$ cat config.mk
export PLATFORM = sky130hd
export DESIGN_NAME = amru_fadd
export DESIGN_NICKNAME = d
export VERILOG_FILES = /design/src/hdl/amru_pkg.sv /design/src/hdl/amru_fadd.sv
export SDC_FILE = /design/constraint.sdc
export NUM_CORES = 1
export LEC_CHECK = 0
export ABC_AREA = 1
export BUFFER_PORTS_ARGS = -buffer_cell sky130_fd_sc_hd__buf_4
export CAP_MARGIN = 20
export CORE_MARGIN = 5
export CORE_UTILIZATION = 30
export CTS_CLUSTER_SIZE = 30
export DETAILED_ROUTE_END_ITERATION = 8
export PLACE_DENSITY = 0.57
export SYNTH_ARGS = -nofsm -noshare
export SYNTH_HDL_FRONTEND = slang
export SYNTH_SLANG_ARGS = --single-unit
$ cat constraint.sdc
create_clock -name clk -period 9.4 [get_ports clk]
set_input_delay 1.41 -clock clk [delete_from_list [all_inputs] [get_ports clk]]
set_output_delay 1.41 -clock clk [all_outputs]
set_load 0.02 [all_outputs]
$ cat src/hdl/amru_pkg.sv
// ----------------------------------------------------------------------------
// amru_pkg: shared types and constants for the atomic read-modify-write unit
// Request/result structs, operation and type codes, controller states.
// ----------------------------------------------------------------------------
`timescale 1ns / 1ps

package amru_pkg;

  localparam int unsigned MemWords = 1024;
  localparam int unsigned AddrW    = (MemWords > 1) ? $clog2(MemWords) : 1;
  localparam int unsigned InAddrW  = 10;

  typedef enum logic [2:0] {
    CMD_CAS  = 3'd0,
    CMD_ADD  = 3'd1,
    CMD_INC  = 3'd2,
    CMD_MAX  = 3'd3,
    CMD_MIN  = 3'd4
  } cmd_e;

  typedef enum logic [1:0] {
    TY_B32 = 2'd0,
    TY_U32 = 2'd1,
    TY_S32 = 2'd2,
    TY_F32 = 2'd3
  } dtype_e;

  typedef enum logic [2:0] {
    ST_CLEAR,
    ST_IDLE,
    ST_READ,
    ST_FADD,
    ST_WRITE
  } state_e;

  typedef struct packed {
    logic [2:0]  cmd;
    logic [1:0]  data_type;
    logic [9:0]  word_address;
    logic [31:0] operand_b;
    logic [31:0] operand_c;
    logic        last_in_packet;
  } in_req_t;

  typedef struct packed {
    logic [31:0] old_value;
    logic        bad_request;
    logic        packet_done;
  } out_res_t;

  localparam logic [31:0] QNan = 32'h7FC0_0000;

endpackage

$ cat src/hdl/amru_fadd.sv
// ----------------------------------------------------------------------------
// amru_fadd: two-stage binary32 adder, round to nearest even
// Stage 1 aligns and adds, stage 2 normalises and rounds.
// ----------------------------------------------------------------------------
`timescale 1ns / 1ps

module amru_fadd (
  input  logic        clk,
  input  logic [31:0] a,
  input  logic [31:0] b,
  output logic [31:0] sum
);

  logic        sp_r, sp_nxt;
  logic [31:0] spv_r, spv_nxt;
  logic        sgn_r, sgn_nxt;
  logic [8:0]  e_r, e_nxt;
  logic [27:0] m_r, m_nxt;
  logic        sub_r, sub_nxt;

  // stage 1: specials, swap, align, add
  always_comb begin
    logic [31:0] x, y;
    logic [7:0]  ex, ey, d;
    logic [26:0] mx, my, sh;
    logic        stk;
    logic        nan_a, nan_b, inf_a, inf_b;
    stk   = 1'b0;
    nan_a = (a[30:23] == 8'hFF) && (a[22:0] != '0);
    nan_b = (b[30:23] == 8'hFF) && (b[22:0] != '0);
    inf_a = (a[30:0] == 31'h7F80_0000);
    inf_b = (b[30:0] == 31'h7F80_0000);
    sp_nxt  = 1'b1;
    spv_nxt = '0;
    if (nan_a || nan_b) spv_nxt = amru_pkg::QNan;
    else if (inf_a && inf_b) spv_nxt = (a[31] == b[31]) ? a : amru_pkg::QNan;
    else if (inf_a) spv_nxt = a;
    else if (inf_b) spv_nxt = b;
    else if (a[30:0] == '0 && b[30:0] == '0) spv_nxt = {a[31] & b[31], 31'd0};
    else if (a[30:0] == '0) spv_nxt = b;
    else if (b[30:0] == '0) spv_nxt = a;
    else sp_nxt = 1'b0;
    if (b[30:0] > a[30:0]) begin
      x = b; y = a;
    end else begin
      x = a; y = b;
    end
    ex = (x[30:23] != '0) ? x[30:23] : 8'd1;
    ey = (y[30:23] != '0) ? y[30:23] : 8'd1;
    mx = {(x[30:23] != '0), x[22:0], 3'b000};
    my = {(y[30:23] != '0), y[22:0], 3'b000};
    d  = ex - ey;
    if (d >= 8'd27) begin
      sh = {26'd0, (my != '0)};
    end else begin
      sh  = my >> d;
      stk = ((my & ((27'd1 << d) - 27'd1)) != '0);
      sh  = sh | {26'd0, stk};
    end
    sgn_nxt = x[31];
    sub_nxt = (x[31] != y[31]);
    e_nxt   = {1'b0, ex};
    m_nxt   = sub_nxt ? ({1'b0, mx} - {1'b0, sh}) : ({1'b0, mx} + {1'b0, sh});
  end

  always_ff @(posedge clk) begin
    sp_r  <= sp_nxt;
    spv_r <= spv_nxt;
    sgn_r <= sgn_nxt;
    e_r   <= e_nxt;
    m_r   <= m_nxt;
    sub_r <= sub_nxt;
  end

  // stage 2: normalise via leading-zero count, round
  always_comb begin
    logic [8:0]  e;
    logic [27:0] m;
    logic [4:0]  lz, sft;
    logic [2:0]  low;
    logic [24:0] r;
    logic        up;
    e   = e_r;
    m   = m_r;
    lz  = 5'd0;
    sft = 5'd0;
    for (int i = 26; i >= 0; i--) begin
      if (m[i] && lz == 5'd0 && m[26:0] >> (i + 1) == '0) lz = 5'(26 - i);
    end
    if (m[27]) begin
      m = {1'b0, m[27:2], m[1] | m[0]};
      e = e + 9'd1;
    end else if (sub_r) begin
      // shift limited so exponent does not fall below one
      sft = (e - 9'd1 < {4'd0, lz}) ? 5'(e - 9'd1) : lz;
      m   = m << sft;
      e   = e - {4'd0, sft};
    end
    low = m[2:0];
    r   = {1'b0, m[26:3]};
    up  = (low > 3'd4) || (low == 3'd4 && r[0]);
    r   = r + {24'd0, up};
    if (r[24]) begin
      r = r >> 1;
      e = e + 9'd1;
    end
    if (sp_r) sum = spv_r;
    else if (sub_r && m_r == '0) sum = '0;
    else if (e >= 9'd255) sum = {sgn_r, 31'h7F80_0000};
    else sum = {sgn_r, (r[23] ? e[7:0] : 8'd0), r[22:0]};
  end

endmodule

# == After elaboration in Yosys (flattened, before gate mapping) ==
# Index checks and enable logic that the tools add are counted.
# totals
reg_bits,71
input_bits,65
out_inout_bits,32
# op_classes
n_reduce_logical,120
shifts,3
n_bitwise,4
magnitude_cmp,5
addsub,9
n_eq_ne,7
mux,51
# op_table
op,n
$logic_not A27 Y1,26
$mux W32,11
$mux W5,26
$logic_not A5 Y1,25
$mux W27,3
$eq A31 B31 Y1 const B,2
$logic_not A31 Y1,2
$logic_and A1 B1 Y1,57
$reduce_bool A23 Y1,2
$gt A31 B31 Y1,1
$mux W31,1
$add A27 B27 Y28,1
$logic_not A28 Y1,1
$mux W28,1
$shl A28 B5 Y27,1
$sub A27 B27 Y28,1
$and A27 B27 Y27,1
$mux W9,3
$or A27 B1 Y27,1
$reduce_bool A27 Y1,1
$shl A1 B8 Y27 const A,1
$shr A27 B8 Y27,1
$sub A27 B1 Y27 const B,1
$add A24 B1 Y25,1
other kinds (22),28

# == Logic depth before layout (Yosys ltp) ==
# Gate-level depths: netlist of run 1.
# depth
depth_word,117
ltp_mapped,70
depth_no_buf,67

# == Least setup slack after synthesis of run 1 ==
# Ideal clock, no wire load.
# synth_timing
kind,input -> register
start,in a[2]
end,reg m_r[25]
stages,64
arrival_time_ns,9.246
path_slack_ns,0.041
required_time_ns,9.287
cell_sequence,inv_1 -> ha_1 -> a21oi_1 -> o21a_1 -> o21ai_0 -> a21oi_1 -> nor2_1 -> o21bai_1 -> a21oi_1 -> nor2_1 -> o221ai_1 -> nand2_1 -> clkbuf_1 -> clkbuf_1 -> clkbuf_1 -> nand2_1 -> o21ai_0 -> nor4_1 -> [28 not listed] -> a21oi_1 -> nor2_1 -> nor2_1 -> o31ai_1 -> nand3_1 -> nand2_1 -> nand3_1 -> nand2_1 -> nand3_1 -> nand2_1 -> nand3_1 -> nand2_1 -> nand3_1 -> nand2_1 -> a21oi_1 -> xor2_1 -> nand2_1 -> nand2_1
# synth_between
elab_chain_len,13
elab_cells_between_ends,21
# synth_lines
element,line_no,text
"start, declared",amru_fadd.sv:9,"input logic [31:0] a,"
$gt A31 B31 Y1 *,amru_fadd.sv:43,if (b[30:0] > a[30:0]) begin
$mux W32 *,amru_fadd.sv:43,
$reduce_bool A8 Y1,amru_fadd.sv:48,ex = (x[30:23] != '0) ? x[30:23] : 8'd1;
$mux W8 *,amru_fadd.sv:48,
net e_nxt[6],amru_fadd.sv:17,"logic [8:0] e_r, e_nxt;"
$sub A8 B8 Y8 *,amru_fadd.sv:52,d = ex - ey;
$shl A1 B8 Y27,amru_fadd.sv:57,stk = ((my & ((27'd1 << d) - 27'd1)) != '0);
$sub A27 B1 Y27,amru_fadd.sv:57,
$and A27 B27 Y27,amru_fadd.sv:57,
$reduce_bool A27 Y1,amru_fadd.sv:57,
$or A27 B1 Y27,amru_fadd.sv:58,"sh = sh | {26'd0, stk};"
$mux W27 *,amru_fadd.sv:53,if (d >= 8'd27) begin
$add A27 B27 Y28 / $sub A27 B27 Y28 (equally long branches),amru_fadd.sv:63,"m_nxt = sub_nxt ? ({1'b0, mx} - {1'b0, sh}) : ({1'b0, mx} + {1'b0, sh});"
$mux W28 *,amru_fadd.sv:63,
net m_nxt[25],amru_fadd.sv:18,"logic [27:0] m_r, m_nxt;"
"end signal, assigned",amru_fadd.sv:71,m_r <= m_nxt;
"end, declared",amru_fadd.sv:18,
# Mark *: on every way through the listed nets, which the timed path passes. The rest lies on a longest branch.
# A chain may end at the register's enable or synchronous reset.

# == Worst setup path after layout of run 1 ==
# layout_timing
start,reg m_r[26]
end,out sum[17]
# layout_between
elab_chain_len,117
elab_cells_between_ends,150
# layout_lines
element,line_no,text
"parallel branches: the longest is 115 deep, another holds $logic_not A27 Y1",-,
$mux W32 *,amru_fadd.sv:108,else if (sub_r && m_r == '0) sum = '0;
$mux W32 *,amru_fadd.sv:107,if (sp_r) sum = spv_r;
"end, declared",amru_fadd.sv:11,output logic [31:0] sum
# Every way passes the cells marked *.

==> flow_metrics.py, run 1 <==
metrics = {
    "clock_tree": {
        "h-tree-depth": 3,
        "clockBufferDepth": 2,
        "clockRootBuffer": "clkbuf_16",
        "numCtsBuffers": 9,
        "clk_pin_slew_ps": 60,
        "postCtsHoldBufs": 0,
        "cts_tree": "done",
        "clock_sinks": 71,
    },
    "logic_synthesis": {
        "avgSynthCellArea_um2": 5.523,
        "synthesis.area_mm2": 0.01451,
        "synth_top_family_by_area": "simple AND/OR/NAND/NOR gates",
        "synth_xor_area_share_pct": 3.380,
        "synth_edf_count": 0,
        "synth_fa_ha_area_share_pct": 8.727,
        "synth.area.mux_share_pct": 0.3018,
        "synth_compound_area_share_pct": 16.90,
        "synth.net_count": 2792,
        "synth-simple-area-share_pct": 48.15,
        "synth_top_flop_cell": "dfxtp_1",
        "seq_area_frac_synth_pct": 9.796,
        "synth_async_sr_flop_share_pct": 0,
        "yosysUniqueCellTypes": 66,
        "synth-warning-count": 0,
        "ys_ff_latch": 71,
        "syn_inst": 2627,
    },
    "pwr": {
        "leakagePower_nw": 8.357,
        "swShare_pct": 59.86,
        "vdd_ir_drop_max_v": 0.0001240,
        "p_switching_w": 0.002287,
        "p_int_w": 0.001534,
        "p_clk_share_pct": 8.5,
        "pwr-share-comb_pct": 78.1,
        "power.density_mw_per_mm2": 230.9,
        "seqPwrFrac_pct": 13.4,
    },
    "die": {
        "die_height_um": 229.9,
        "io_pins": 97,
        "start_util_pct": 30.39,
        "die_w_um": 229.9,
        "rows": 80,
        "core-area_mm2": 0.04775,
        "dieArea_mm2": 0.05286,
    },
    "sta": {
        "whs_ps": 1298,
        "setup-violations-final": 0,
        "max_freq_mhz": 113.2,
        "setup_tns_ps": 0,
        "min_period_ps": 8836,
        "worst_slew_pin_slew_ps": 1058,
        "fin_crit_sh_pct": 94.00,
        "finalHoldViolCount": 0,
        "slew_violations": 0,
        "slew_headroom_pct": 29.42,
    },
    "global_route": {
        "antenna_found_initial": 0,
        "grt-ovfl-total": 0,
        "grt_pass1_vias": 16360,
        "grt_max_degree": 40,
        "grt_util_all_layers_pct": 21.70,
        "grt_pass1_wl_um": 93240,
    },
    "worst_hold_path": {
        "hold_class": "input port to flop",
    },
    "drt": {
        "num_vias": 17830,
        "ant_nets": 0,
        "drtPass1Iterations": 6,
        "routed.top_layer": "met4",
        "routed-wl-met3_um": 4028,
        "routedWlPerCell_um": 17.94,
        "wl_met1_um": 28340,
        "wirelength_um": 60070,
        "drc_errors": 0,
        "drtIter0Drc": 1875,
        "wl_met2_um": 25820,
        "routed_via_density": 5.326,
    },
    "critical_path": {
        "path_max_fanout": 25,
        "critical_path.endpoint_type": "output pin",
        "crit_type": "flop to output pin",
        "cpMaxStageDelayCell": "dfxtp_1",
        "critPathMaxStageDelay_ps": 570,
        "critical_path_required_ps": 7990,
        "cp.arrival_ps": 7430,
        "crit_top_cell": "nand3_1",
        "cp-start-kind": "flop",
    },
    "placed_design": {
        "port_buffers": 96,
        "place_congestion": 0.9863,
        "hpwlAfterDp_um": 49850,
    },
    "outcome": {
        "status": "finished clean",
    },
    "layout": {
        "drive_gt1_share_pct": 13.72,
        "n_fill_cell": 5435,
        "area_delta_synth_final_pct": 14.05,
        "fin_nets": 2893,
        "antenna_cells": 0,
    },
    "job": {
        "drv_cap": 0,
    },
}
## critical path: cells and delay by family, from the launching register on
kind                     cells  cell delay [ps]
adder cells (fa/ha/maj)      2              650
AND/OR/NAND/NOR             27             4590
AO/OA/AOI/OAI                2              710
flip-flops                   1              570
buffers and inverters        2              510
## final timing paths
| kind | endpoint | from | depth (start not counted) |
|---|---|---|---|
| max | sum[17] | m_r[26]$_DFF_P_ | 33 |
| min | sgn_r$_DFF_P_ | b[31] | 3 |
## cell usage after synthesis, types with 8 or more instances
master / instances / area, µm²
nand2_1: 824 / 3093
inv_1: 314 / 1179
nand3_1: 299 / 1496
nor2_1: 212 / 795.8
o21ai_0: 161 / 805.8
a21oi_1: 130 / 650.6
ha_1: 98 / 1226
dfxtp_1: 71 / 1421
clkbuf_1: 56 / 210.2
nand4_1: 50 / 312.8
xor2_1: 43 / 376.6
nor4_1: 27 / 168.9
nor3_1: 26 / 130.1
o21ai_2: 26 / 227.7
nand3_2: 25 / 250.2
nand2_2: 18 / 112.6
a31oi_1: 17 / 106.4
nor2_4: 17 / 191.4
nand2_4: 15 / 168.9
nor2_2: 14 / 87.58
xnor2_1: 13 / 113.9
buf_6: 12 / 135.1
inv_2: 12 / 45.04
o2111ai_1: 10 / 87.58
o211ai_1: 10 / 75.07
buf_2: 9 / 45.04
o21ai_1: 8 / 40.04
## logic make-up (layout without fill, tap and decap cells)
| group | Yosys count | in the layout |
|---|---|---|
| multiplexers | 4 | 4 |
| adder cells (fa/ha/maj) | 100 | 100 |
| XOR/XNOR | 56 | 56 |
| AO/OA/AOI/OAI | 419 | 419 |
| buffers and inverters | 432 | 537 |
| AND/OR/NAND/NOR | 1545 | 1546 |
| flip-flops | 71 | 71 |
## routing by layer
layer	global-route usage, %	vias to the layer above
li1	-	8850
met1	31.81	8110
met2	33.98	749
met3	2.011	122
met4	5.959	0
met5	0	-
## what timing repair did
action                                  4_1_cts  5_1_grt
buffers inserted                              0        4
endpoints found under the setup margin        0       33
resized for setup                             0       55
endpoints found under the hold margin         0        0
## placed cells by master (no fill, tap or decap), types with 42 or more instances in the layout
| master | Yosys | routed |
|---|---|---|
| a21oi_1 | 130 | 127 |
| buf_4 | 7 | 186 |
| dfxtp_1 | 71 | 69 |
| ha_1 | 98 | 98 |
| inv_1 | 314 | 313 |
| nand2_1 | 824 | 822 |
| nand3_1 | 299 | 299 |
| nand4_1 | 50 | 50 |
| nor2_1 | 212 | 210 |
| o21ai_0 | 161 | 137 |
| xor2_1 | 43 | 42 |
## registers in the layout, summed over array words and instances, names as in the netlist
signal  count
spv_r      32
sgn_r       1
sp_r        1
m_r        28
e_r         8
sub_r       1
## layout make-up
| type | count | area [µm²] | share of cell area [%] |
|---|---|---|---|
| Sequential cell | 71 | 1424 | 8.605 |
| Inverter | 333 | 1252 | 7.569 |
| Timing Repair Buffer | 188 | 1428 | 8.628 |
| Clock buffer | 9 | 225.2 | 1.361 |
| Tap cell | 615 | 769.5 | 4.650 |
| Multi-Input combinational cell | 2125 | 11390 | 68.82 |
| Clock inverter | 7 | 60.06 | 0.3629 |
## power groups by stage
stage	clock network [W]	logic (W)	registers, W
4_1_cts	0.000333	0.00289	0.000507
2_1_floorplan	0	0.00203	0.000422
3_3_place_gp	0	0.00289	0.000516
6_report	0.000326	0.00298	0.000512
3_5_place_dp	0	0.00288	0.000513
5_1_grt	0.000345	0.00329	0.000515
## metrics by stage
step	area (µm²)	worst slack, ps	power, W	instances	util, %
after floorplan	14510	41.46	0.002456	2627	-
after global placement	16090	65.40	0.003407	3327	33.69
after detailed placement	16090	8.053	0.003391	3327	33.69
after CTS	16370	352.0	0.003728	3343	34.29
after global routing	16550	-39.68	0.004151	3348	34.66
final	16550	564.4	0.003821	3348	34.66
(Power assumes the default switching activity.)
==> run 2: changes to the inputs <==
- ABC_AREA: 1 -> not set
==> run 2 against run 1 <==
Sequential power is 3% higher. Total power is 16% higher. Die area is 4.0% lower. Cell count is 11% lower. Critical path depth is 14 higher. Combinational power is 19% higher.
==> flow_metrics.py, run 2 <==
metrics = {
    "outcome": {
        "status": "finished clean",
    },
    "sta": {
        "slew_headroom_pct": 16.57,
        "fin_crit_sh_pct": 97.84,
        "rsz0062_at_grt": "yes",
        "max_freq_mhz": 108.7,
        "setup-violations-final": 0,
        "whs_ps": 1275,
        "slew_violations": 0,
        "worst_slack_ps": 202.8,
        "worst_slew_pin_slew_ps": 1238,
        "min_period_ps": 9197,
        "finalHoldViolCount": 0,
    },
    "global_route": {
        "top_usage_layer": "met2",
        "met3_usage_pct": 3.543,
        "grt_pass1_vias": 16950,
        "grt_use_met1_pct": 33.89,
        "grt_max_degree": 61,
        "met2_usage_pct": 41.36,
        "antenna_found_initial": 0,
        "grt_pass1_wl_um": 102600,
        "grt_util_all_layers_pct": 25.57,
        "grt-ovfl-total": 0,
    },
    "logic_synthesis": {
        "synth_async_sr_flop_share_pct": 0,
        "synth_area_leader_cell": "dfxtp_1",
        "syn_inst": 2095,
        "synthesis.area_mm2": 0.01391,
        "synth_area_leaders": "dfxtp_1 10%, ha_1 8.8%, nand2_1 6.6%",
        "seq_area_frac_synth_pct": 10.22,
        "synth.most_common_cell": "nand2_1",
        "ys_ff_latch": 71,
        "synth_top_area_share_pct": 10.22,
        "ys_top_cells_by_count": "244 x nand2_1, 203 x nor2_1, 179 x a21oi_1",
        "synth_edf_count": 0,
        "synth-warning-count": 0,
        "synth.net_count": 2260,
        "avgSynthCellArea_um2": 6.639,
        "yosysUniqueCellTypes": 97,
        "synth_top_flop_cell": "dfxtp_1",
    },
    "clock_tree": {
        "h-tree-depth": 3,
        "clock_sinks": 71,
        "numCtsBuffers": 9,
        "clockBufferDepth": 2,
        "clockRootBuffer": "clkbuf_16",
        "cts_tree": "done",
        "clk_pin_slew_ps": 60,
        "postCtsHoldBufs": 0,
    },
    "layout": {
        "largest_register_ffs": 32,
        "n_fill_cell": 4869,
        "final_common_cell": "buf_4",
        "final_area_mm2": 0.01815,
        "top_regs": "spv_r: 32 flops, m_r: 28 flops, e_r: 8 flops",
        "fin_nets": 2554,
        "antenna_cells": 0,
        "layout_common_cells": "422 x buf_4, 240 x nand2_1, 196 x nor2_1",
        "fin_util_pct": 39.82,
        "top_register": "spv_r",
        "area_delta_synth_final_pct": 30.47,
        "drive_gt1_share_pct": 25.48,
    },
    "die": {
        "rows": 78,
        "start_util_pct": 30.52,
        "die_height_um": 225.3,
        "io_pins": 97,
        "die_w_um": 225.3,
        "core-area_mm2": 0.04558,
        "dieArea_mm2": 0.05077,
    },
    "pwr": {
        "seqPwrFrac_pct": 11.9,
        "pwr-share-comb_pct": 80.3,
        "power.density_mw_per_mm2": 244.0,
        "p_int_w": 0.001955,
        "power.total_w": 0.004427,
        "swShare_pct": 55.83,
        "leakagePower_nw": 7.733,
        "p_clk_share_pct": 7.8,
        "p_switching_w": 0.002472,
        "vdd_ir_drop_max_v": 0.0001408,
    },
    "critical_path": {
        "critical_path.endpoint_type": "flop",
        "cp.arrival_ps": 9430,
        "cp-start-kind": "input port",
        "critical_path_required_ps": 9630,
        "cpMaxStageDelayCell": "mux4_2",
        "crit_type": "input port to flop",
        "critPathMaxStageDelay_ps": 470,
        "path_max_fanout": 7,
    },
    "drt": {
        "num_vias": 17750,
        "drc_errors": 0,
        "routedWlPerCell_um": 22.98,
        "drtPass1Iterations": 6,
        "ant_nets": 0,
        "drtIter0Drc": 1761,
        "routed_via_density": 5.927,
        "wirelength_um": 68810,
    },
    "placed_design": {
        "place_area_mm2": 0.01717,
        "port_buffers": 96,
        "hpwlAfterDp_um": 55850,
        "place_congestion": 0.9971,
        "dp_slack_ps": -758.5,
    },
    "job": {
        "drv_cap": 0,
    },
    "worst_hold_path": {
        "hold_class": "input port to flop",
    },
}
==> run 2: changes by cell type after synthesis, sizes merged, moves of 26 or more <==
cell,delta
inv,-213
clkbuf,+49
o21ai,-28
nor2,-39
mux2i,+53
nor3,+54
nand2,-612
o211ai,+37
a22oi,+56
nand3,-253
nand2b,+26
a21oi,+48
xnor2,+31
==> run 2: worst max-delay path, delay by kind of cell <==
kind                       cells  cell delay [ps]
adders and majority gates      4              990
buffers and inverters          9             1000
and+or+nand+nor               12             1890
muxes                          3              920
AOI/OAI and AO/OA             19             3190
==> run 2: path summary, 6_finish.rpt <==
check	startpoint	to	slack, ps	cells after the start
setup / recovery	a[10]	m_r[27]$_DFF_P_	200	47
hold / removal	b[31]	sgn_r$_DFF_P_	1280	3
==> run 2: logic make-up (layout without fill, tap and decap cells) <==
| family | Yosys count | after routing | synth area share (%) |
|---|---|---|---|
| DFF | 71 | 71 | 10.22 |
| muxes | 89 | 89 | 7.773 |
| AOI/OAI and AO/OA | 695 | 695 | 32.55 |
| buffers and inverters | 263 | 561 | 7.665 |
| xor gates and xnor gates | 64 | 64 | 4.030 |
| and+or+nand+nor | 810 | 811 | 28.45 |
| adders and majority gates | 103 | 103 | 9.320 |
==> run 2: repair_timing <==
item                                    CTS  global route
hold endpoints to repair                  0             0
resized for setup                        16           102
pin swaps                                 2            53
endpoints found under the setup margin   21            43
setup buffers                             0            20
cloned                                    1             0
==> run 2: layout make-up <==
class | count | area [µm²] | area share (%)
Clock buffer | 10 | 229.0 | 1.262
Clock inverter | 6 | 70.07 | 0.3861
Inverter | 114 | 427.9 | 2.358
Multi-Input combinational cell | 1762 | 11970 | 65.97
Sequential cell | 71 | 1423 | 7.840
Tap cell | 600 | 750.7 | 4.137
Timing Repair Buffer | 431 | 3276 | 18.05
==> run 2: per-stage QoR <==
stage                     setup TNS, ps  std cells
after floorplan                       0       2095
after global placement            -2422       2956
after detailed placement          -4299       2956
after CTS                        -89.06       2973
after global routing             -997.8       2994
final                                 0       2994
==> run 2: layer usage <==
| metal | part of all wire (%) | vias up |
|---|---|---|
| met1 | 43 | 8428 |
| li1 | - | 8328 |
| met2 | 45 | 802 |
| met3 | 6.5 | 187 |
| met4 | 5.0 | 0 |
| met5 | 0 | - |
==> run 2: power groups by stage <==
stage | registers (W) | logic (W) | clock network [W]
after floorplan | 0.000388 | 0.00210 | 0
after global placement | 0.000522 | 0.00334 | 0
after detailed placement | 0.000526 | 0.00334 | 0
after CTS | 0.000520 | 0.00337 | 0.000356
after global routing | 0.000539 | 0.00379 | 0.000366
final | 0.000528 | 0.00355 | 0.000346
